<file path="src/sv/pvt_sensor_code_conversion_assert.svh">
// Assertion macros shared by the PVT code conversion RTL
`ifndef PVT_SENSOR_CODE_CONVERSION_ASSERT_SVH
`define PVT_SENSOR_CODE_CONVERSION_ASSERT_SVH

`ifndef NO_ASSERTIONS

// same-cycle implication, disabled in reset
`define PVTCC_ASSERT_IMP(label, clk, rst_n, ante, cons) \
    label: assert property (@(posedge clk) disable iff (!rst_n) (ante) |-> (cons)) \
        else $error("pvtcc: implication check failed");

// implication with a fixed delay in cycles
`define PVTCC_ASSERT_DLY(label, clk, rst_n, ante, dly, cons) \
    label: assert property (@(posedge clk) disable iff (!rst_n) (ante) |-> ##(dly) (cons)) \
        else $error("pvtcc: delayed check failed");

`else

`define PVTCC_ASSERT_IMP(label, clk, rst_n, ante, cons)
`define PVTCC_ASSERT_DLY(label, clk, rst_n, ante, dly, cons)

`endif

`endif

</file>
<file path="src/sv/pvtcc_pkg.sv">
// Types and constants shared by the PVT code conversion pipeline
`default_nettype none

package pvtcc_pkg;

    // port field widths
    localparam int OP_W   = 2;
    localparam int CODE_W = 10;
    localparam int PHYS_W = 32;
    localparam int OUT_W  = 19;

    // datapath shape: four polynomial terms, up to four multiply/divide steps each
    localparam int NLANE  = 4;
    localparam int NSTEP  = 4;
    localparam int VAL_W  = 20;   // lane value, holds every coefficient and partial term
    localparam int OPND_W = 18;   // shared multiplier operand (code, clamped input, scale)
    localparam int MAG_W  = 31;   // magnitude of a lane product before division
    localparam int DIV_W  = 3;

    // accepting edge to the edge that takes the result
    localparam int RES_LAT = 10;

    typedef enum logic [OP_W-1:0] {
        OP_C2T = 2'd0,   // code to millidegrees
        OP_T2C = 2'd1,   // millidegrees to code
        OP_C2V = 2'd2,   // code to millivolts
        OP_V2C = 2'd3    // millivolts to code
    } t_op;

    // divisor applied by one step of one lane; none means the lane idles
    typedef enum logic [DIV_W-1:0] {
        DIV_NONE  = 3'd0,
        DIV_1000  = 3'd1,
        DIV_1E6   = 3'd2,
        DIV_1E5   = 3'd3,
        DIV_18658 = 3'd4,
        DIV_10000 = 3'd5
    } t_div;

    typedef logic signed [VAL_W-1:0]             t_val;
    typedef logic signed [OPND_W-1:0]            t_opnd;
    typedef logic [NLANE-1:0][DIV_W-1:0]         t_div_row;
    typedef logic [NSTEP-1:0][NLANE-1:0][DIV_W-1:0] t_sched;
    typedef logic [NLANE-1:0][VAL_W-1:0]         t_lanes;

    // one item in flight between steps; row 0 of sched is the next step's work
    typedef struct packed {
        t_op    op;
        t_opnd  opnd;
        t_sched sched;
        t_lanes val;
    } t_item;

endpackage

`default_nettype wire

</file>
<file path="src/sv/pvtcc_prep.sv">
// Input stage: clamps, picks the operand and loads lane coefficients and step schedule
`default_nettype none

module pvtcc_prep (
    input  logic                                i_clk,
    input  logic                                i_rst_n,
    input  logic                                i_valid,
    input  logic [pvtcc_pkg::OP_W-1:0]          i_op,
    input  logic [pvtcc_pkg::CODE_W-1:0]        i_sensor_code,
    input  logic signed [pvtcc_pkg::PHYS_W-1:0] i_physical_value,
    output logic                                o_valid,
    output pvtcc_pkg::t_item                    o_item
);

    localparam int VAL_W  = pvtcc_pkg::VAL_W;
    localparam int OPND_W = pvtcc_pkg::OPND_W;

    // polynomial coefficients
    localparam int signed C_T4 = -16743;
    localparam int signed C_T3 = 81542;
    localparam int signed C_T2 = -182010;
    localparam int signed C_T1 = 310200;
    localparam int signed C_D3 = 2617;
    localparam int signed C_D2 = 8654;
    localparam int signed C_D1 = 3923;

    // linear scales
    localparam int signed MV_SCALE   = 10000;
    localparam int signed CODE_SLOPE = 18658;

    // input saturation limits
    localparam int signed T_MIN = -40000;
    localparam int signed T_MAX = 125000;
    localparam int signed V_MIN = 800;
    localparam int signed V_MAX = 1000;

    pvtcc_pkg::t_opnd temp_c;
    pvtcc_pkg::t_opnd volt_c;
    pvtcc_pkg::t_item n_item;
    pvtcc_pkg::t_item r_item;
    logic             r_valid;

    // saturate the physical input for both inverse conversions
    always_comb begin
        if (i_physical_value > T_MAX) begin
            temp_c = OPND_W'(T_MAX);
        end else if (i_physical_value < T_MIN) begin
            temp_c = OPND_W'(T_MIN);
        end else begin
            temp_c = OPND_W'(i_physical_value);
        end

        if (i_physical_value > V_MAX) begin
            volt_c = OPND_W'(V_MAX);
        end else if (i_physical_value < V_MIN) begin
            volt_c = OPND_W'(V_MIN);
        end else begin
            volt_c = OPND_W'(i_physical_value);
        end
    end

    // lane setup per conversion; unused lanes start at zero and never step
    always_comb begin
        n_item    = '0;
        n_item.op = pvtcc_pkg::t_op'(i_op);
        case (pvtcc_pkg::t_op'(i_op))
            pvtcc_pkg::OP_C2T: begin
                n_item.opnd   = OPND_W'(i_sensor_code);
                n_item.val[0] = VAL_W'(C_T4);
                n_item.val[1] = VAL_W'(C_T3);
                n_item.val[2] = VAL_W'(C_T2);
                n_item.val[3] = VAL_W'(C_T1);
                // fourth, third, second and first order terms
                n_item.sched[0][0] = pvtcc_pkg::DIV_1000;
                n_item.sched[1][0] = pvtcc_pkg::DIV_1000;
                n_item.sched[2][0] = pvtcc_pkg::DIV_1000;
                n_item.sched[3][0] = pvtcc_pkg::DIV_1000;
                n_item.sched[0][1] = pvtcc_pkg::DIV_1000;
                n_item.sched[1][1] = pvtcc_pkg::DIV_1000;
                n_item.sched[2][1] = pvtcc_pkg::DIV_1000;
                n_item.sched[0][2] = pvtcc_pkg::DIV_1000;
                n_item.sched[1][2] = pvtcc_pkg::DIV_1000;
                n_item.sched[0][3] = pvtcc_pkg::DIV_1000;
            end
            pvtcc_pkg::OP_T2C: begin
                n_item.opnd   = temp_c;
                n_item.val[0] = VAL_W'(C_D3);
                n_item.val[1] = VAL_W'(C_D2);
                n_item.val[2] = VAL_W'(C_D1);
                // cubic term ends with a divide by 1e5
                n_item.sched[0][0] = pvtcc_pkg::DIV_1E6;
                n_item.sched[1][0] = pvtcc_pkg::DIV_1E6;
                n_item.sched[2][0] = pvtcc_pkg::DIV_1E5;
                n_item.sched[0][1] = pvtcc_pkg::DIV_1E6;
                n_item.sched[1][1] = pvtcc_pkg::DIV_1E6;
                n_item.sched[0][2] = pvtcc_pkg::DIV_1E6;
            end
            pvtcc_pkg::OP_C2V: begin
                n_item.opnd        = OPND_W'(MV_SCALE);
                n_item.val[0]      = VAL_W'(i_sensor_code);
                n_item.sched[0][0] = pvtcc_pkg::DIV_18658;
            end
            pvtcc_pkg::OP_V2C: begin
                n_item.opnd        = OPND_W'(CODE_SLOPE);
                n_item.val[0]      = VAL_W'(volt_c);
                n_item.sched[0][0] = pvtcc_pkg::DIV_10000;
            end
            default: begin
                n_item.opnd = '0;
            end
        endcase
    end

    // valid bit
    always_ff @(posedge i_clk) begin
        if (!i_rst_n) begin
            r_valid <= 1'b0;
        end else begin
            r_valid <= i_valid;
        end
    end

    // payload
    always_ff @(posedge i_clk) begin
        r_item <= n_item;
    end

    assign o_valid = r_valid;
    assign o_item  = r_item;

endmodule

`default_nettype wire

</file>
<file path="config.mk">
export PLATFORM = sky130hd
export DESIGN_NAME = pvtcc_prep
export DESIGN_NICKNAME = d
export VERILOG_FILES = /design/src/sv/pvt_sensor_code_conversion_assert.svh /design/src/sv/pvtcc_pkg.sv /design/src/sv/pvtcc_prep.sv
export SDC_FILE = /design/constraint.sdc
export NUM_CORES = 1
export LEC_CHECK = 0
export BUFFER_PORTS_ARGS = -buffer_cell sky130_fd_sc_hd__buf_2
export CORE_MARGIN = 3
export CORE_UTILIZATION = 40
export CTS_CLUSTER_DIAMETER = 80
export DETAILED_ROUTE_END_ITERATION = 12
export PLACE_DENSITY_LB_ADDON = 0.15
export SLEW_MARGIN = 15
export SYNTH_ARGS = -nofsm -noshare
export SYNTH_HDL_FRONTEND = slang
export SYNTH_SLANG_ARGS = --single-unit
</file>
<file path="constraint.sdc">
create_clock -name i_clk -period 2.3 [get_ports i_clk]
set_clock_uncertainty 0.2 [all_clocks]
set_input_delay 0.345 -clock i_clk [delete_from_list [all_inputs] [get_ports i_clk]]
set_output_delay 0.345 -clock i_clk [all_outputs]
set_load 0.03 [all_outputs]
</file>
==> Yosys cells after proc, flatten, opt, wreduce, memory -nomap -nowiden <==
Cells that the tools add are included.
{ "word_totals": {"reg_bits": 116, "output_inout_bits": 149, "elab_cells": 32, "inputBits": 47} }
{ "classes": {"eq_ne": 3, "mux": 12, "order_cmp": 4, "reduce_logical": 1} }
{ "op_table": {"columns": ["operator", "n"], "rows": [
  ["20-bit case mux with 4 select lines", 1],
  ["40-bit case mux with 2 select lines", 1],
  ["18-bit 2-to-1 mux", 4],
  ["18-bit case mux with 4 select lines", 1],
  ["32-bit by 11-bit greater-than comparator with 1-bit output (second input constant)", 1],
  ["32-bit by 18-bit greater-than comparator with 1-bit output (second input constant)", 1],
  ["32-bit by 11-bit less-than comparator with 1-bit output (second input constant)", 1],
  ["32-bit by 17-bit less-than comparator with 1-bit output (second input constant)", 1],
  ["19-bit 2-to-1 mux", 1],
  ["3-bit case mux with 4 select lines", 1],
  ["5-bit case mux with 2 select lines", 1],
  ["2-bit equality test (second input constant)", 2],
  ["2-bit case mux with 2 select lines", 1],
  ["2-bit by 1-bit equality test with 1-bit output (second input constant)", 1],
  ["2-bit zero test", 1],
  ["1-bit 2-to-1 mux", 1]
]} }

==> Depth between registers and ports, before layout <==
{ "logic_depth": {"ltp_word": 4, "depth_mapped": 9, "mapped_depth_nobuf": 7} }

==> Least setup slack after synthesis <==
No wires, ideal clock.
{ "synth_timing": {"path_kind": "input to register", "start": "input port i_op[1] in the netlist's numbering", "end": "register r_item (netlist bit o_item[139])", "setup_slack_ps": 209, "path_buffers": 3, "stages": 8, "arrival_time_ps": 1816, "t_required_ps": 2026, "setup_time_ps": 74, "cell_sequence": "clkbuf_1 inv_1 ha_1 clkbuf_1 inv_1 clkbuf_1 o21ai_0 a31oi_1"} }
{ "synth_rtl": {"columns": ["item", "line", "source"], "rows": [
  ["from (decl)", "pvtcc_prep.sv:8", "input logic [pvtcc_pkg::OP_W-1:0] i_op,"],
  ["to (signal assigned)", "pvtcc_prep.sv:125", "r_item <= n_item;"],
  ["to (decl)", "pvtcc_prep.sv:40", "pvtcc_pkg::t_item r_item;"]
]} }

==> reports/metrics.cfg <==
[synthesis]
ys_ff_latch=44
syn-mean-instance-area_um2=8.54
syn_inst=296
netlist_area_mm2=0.00253
yosys_warnings=0
ys_seq_area_share_pct=34.8
ys_types=44

[final_layout]
drive_above_1_share_pct=43.0
final_util_pct=48.2
finalNetCount=443
antennaDiodeCount=0
fillCellCount=606
layout.cells.non_filler=468
syn_to_final_growth_pct=14.7

[worst_setup_path]
start_kind=input port
end_kind=flop
startpoint=i_physical_value[12]
worst-endpoint-required_ns=2.32
worstSetupPathType=input port to flop
critPathTopFamily=simple AND/OR/NAND/NOR gates
slowest_delay_ns=0.54
endpoint=o_item[138]
cp.arrival_ns=1.95
slowest_stage=or4_4
cp.depth=5
crit_buf_inv=1
crit_path_cell_trace=buf_2 > or4_4 > o31ai_4 > or3b_4 > o21ai_1
cp_max_fo=6

[sta]
fin_hold_ws_ns=0.0198
worst_pin_slew_ns=0.604
fmax_ghz=0.518
slew_viol_final=0
final.period_utilization_pct=83.9
setup_tns_ns=0
hold_viol_final=0
setup_viol=0
rsz0062_at_grt=false
layout_min_cycle_time_ns=1.93
max_slew_margin_pct=59.7

[die]
core_mm2=0.00603
io_pins=196
dieArea_mm2=0.00731
rows=28
dieHeight_um=85.5
die_w_um=85.5
initial_core_util_pct=42.0

[detailed_routing]
wire_per_inst_um=13.4
vias_per_cell=4.57
vias=2137
dr.pass1.iters=4
ant_nets=0
drc=0
wl_um=6260
first_iter_violations=112

[pwr]
total_power_mw=2.06
leakage_nw=1.55
pwr_density_cell_mw_per_mm2=710
ir_drop_mv=0.386

[clocking]
cts_made_buffers=5
cts_resized=0
cts_tree=done
clk_pin_slew_ns=0.08
h-tree-depth=2
clock_sinks=44
cts-root-buf=clkbuf_8
cts_buffer_depth=2
cts_setup_buffers=0
holdBufCountCts=0

[place]
gp_congestion=0.810
io_buffer_count=141
dp_cells=460
dp_hpwl_um=5100

[min_path]
hp-class=input port to flop
min-delay-start=i_op[1]

[grt]
antenna_found_initial=0
gr-usage-met2_pct=27.6
grt.overflow.total=0
use_met3_pct=3.46
grt_pass1_wl_um=9400
use_met1_pct=20.4
grt_util_all_layers_pct=16.1
grt_pass1_vias=1920
busiest_layer=met2
grt_max_degree=31

[run_status]
outcome=finished, final reports clean

[job]
cap_violations=0

==> worst min-delay path by stage <==
stage / end / depth (start not counted)
after floorplan: o_item[146] / 0
after global placement: o_item[147] / 1
after detailed placement: o_item[147] / 1
after CTS: o_item[147] / 1
after global routing: o_item[147] / 1
final: o_item[147] / 1
==> layout by cell type, fill, tap and decap left out, types with 5 or more instances in the layout <==
cell type / count
buf_2: 141
conb_1: 55
dfxtp_1: 44
nand2_1: 18
nor2_1: 17
buf_4: 13
o21ai_0: 10
nor4_1: 8
a21oi_1: 8
inv_1: 7
nand4_1: 6
clkbuf_8: 5
==> where the power goes <==
group | total, mW | leakage, nW | switching [mW] | internal (mW)
Combinational | 0.628 | 1.12 | 0.478 | 0.150
Sequential | 0.837 | 0.367 | 0.0210 | 0.816
Clock | 0.595 | 0.0548 | 0.268 | 0.327
Total | 2.06 | 1.55 | 0.767 | 1.29
==> cell type report <==
type | count | area, um^2 | share of cell area, %
multi-input combinational | 180 | 982 | 33.9
sequential | 44 | 881 | 30.4
timing repair buffer | 154 | 803 | 27.7
tap | 75 | 93.8 | 3.23
clock buffer | 5 | 68.8 | 2.37
clock inverter | 3 | 46.3 | 1.60
inverter | 7 | 26.3 | 0.906
==> synthesized netlist by cell type <==
cell type | number | area share [%]
nor4_1 | 8 | 2.0
a21oi_1 | 8 | 1.6
conb_1 | 1 | 0.15
a211oi_1 | 1 | 0.30
dfxtp_1 | 44 | 35
o211a_1 | 1 | 0.40
a21boi_0 | 1 | 0.30
o221ai_1 | 1 | 0.35
nand4_1 | 6 | 1.5
a22oi_1 | 2 | 0.59
a2111oi_2 | 1 | 0.59
buf_4 | 105 | 31
a221oi_1 | 2 | 0.69
a31oi_1 | 4 | 0.99
or2_2 | 2 | 0.49
o31ai_1 | 2 | 0.59
o21ai_1 | 3 | 0.59
or4_4 | 1 | 0.45
or3b_4 | 1 | 0.45
nor3b_1 | 1 | 0.30
and2_1 | 1 | 0.25
ha_1 | 4 | 2.0
clkbuf_1 | 12 | 1.8
buf_1 | 1 | 0.15
o21ai_0 | 10 | 2.0
a41oi_1 | 2 | 0.69
nor2b_1 | 2 | 0.49
o32ai_1 | 3 | 1.0
nor3_1 | 3 | 0.59
nand2_1 | 18 | 2.7
nand3_1 | 4 | 0.79
o21bai_1 | 1 | 0.30
nor4b_1 | 1 | 0.35
inv_1 | 7 | 1.0
o211ai_1 | 4 | 1.2
a2bb2oi_1 | 2 | 0.69
o31ai_4 | 1 | 0.84
o31a_1 | 1 | 0.35
nor2_1 | 17 | 2.5
nor3b_2 | 1 | 0.49
nand2b_1 | 2 | 0.49
or3_1 | 2 | 0.49
buf_2 | 1 | 0.20
a32oi_1 | 1 | 0.35
==> per-layer routing <==
layer | share of wire, % | vias to the layer above
met5 | 0 | -
li1 | - | 1037
met1 | 40 | 947
met2 | 48 | 145
met3 | 11 | 8
met4 | 1.3 | 0
==> through the flow <==
stage / setup WS, ns / area (um^2)
global placement: 0.0805 / 2790
CTS: 0.373 / 2900
finish: 0.370 / 2900
global route: 0.215 / 2900
detailed placement: 0.0555 / 2790
floorplan: 0.209 / 2730
==> logic make-up after synthesis <==
family / count (synthesis) / share of synthesized area (%)
buffers and inverters: 126 / 34.3
AND/OR/NAND/NOR: 70 / 14.3
AO/OA/AOI/OAI: 51 / 14.4
flip-flops: 44 / 34.8
adder cells (fa/ha/maj): 4 / 1.98
other: 1 / 0.148
==> state kept, by name, indices dropped and copies added (netlist names) <==
| name | cells |
|---|---|
| o_item | 43 |
| o_valid | 1 |
Power figures use the tool's default switching activity.
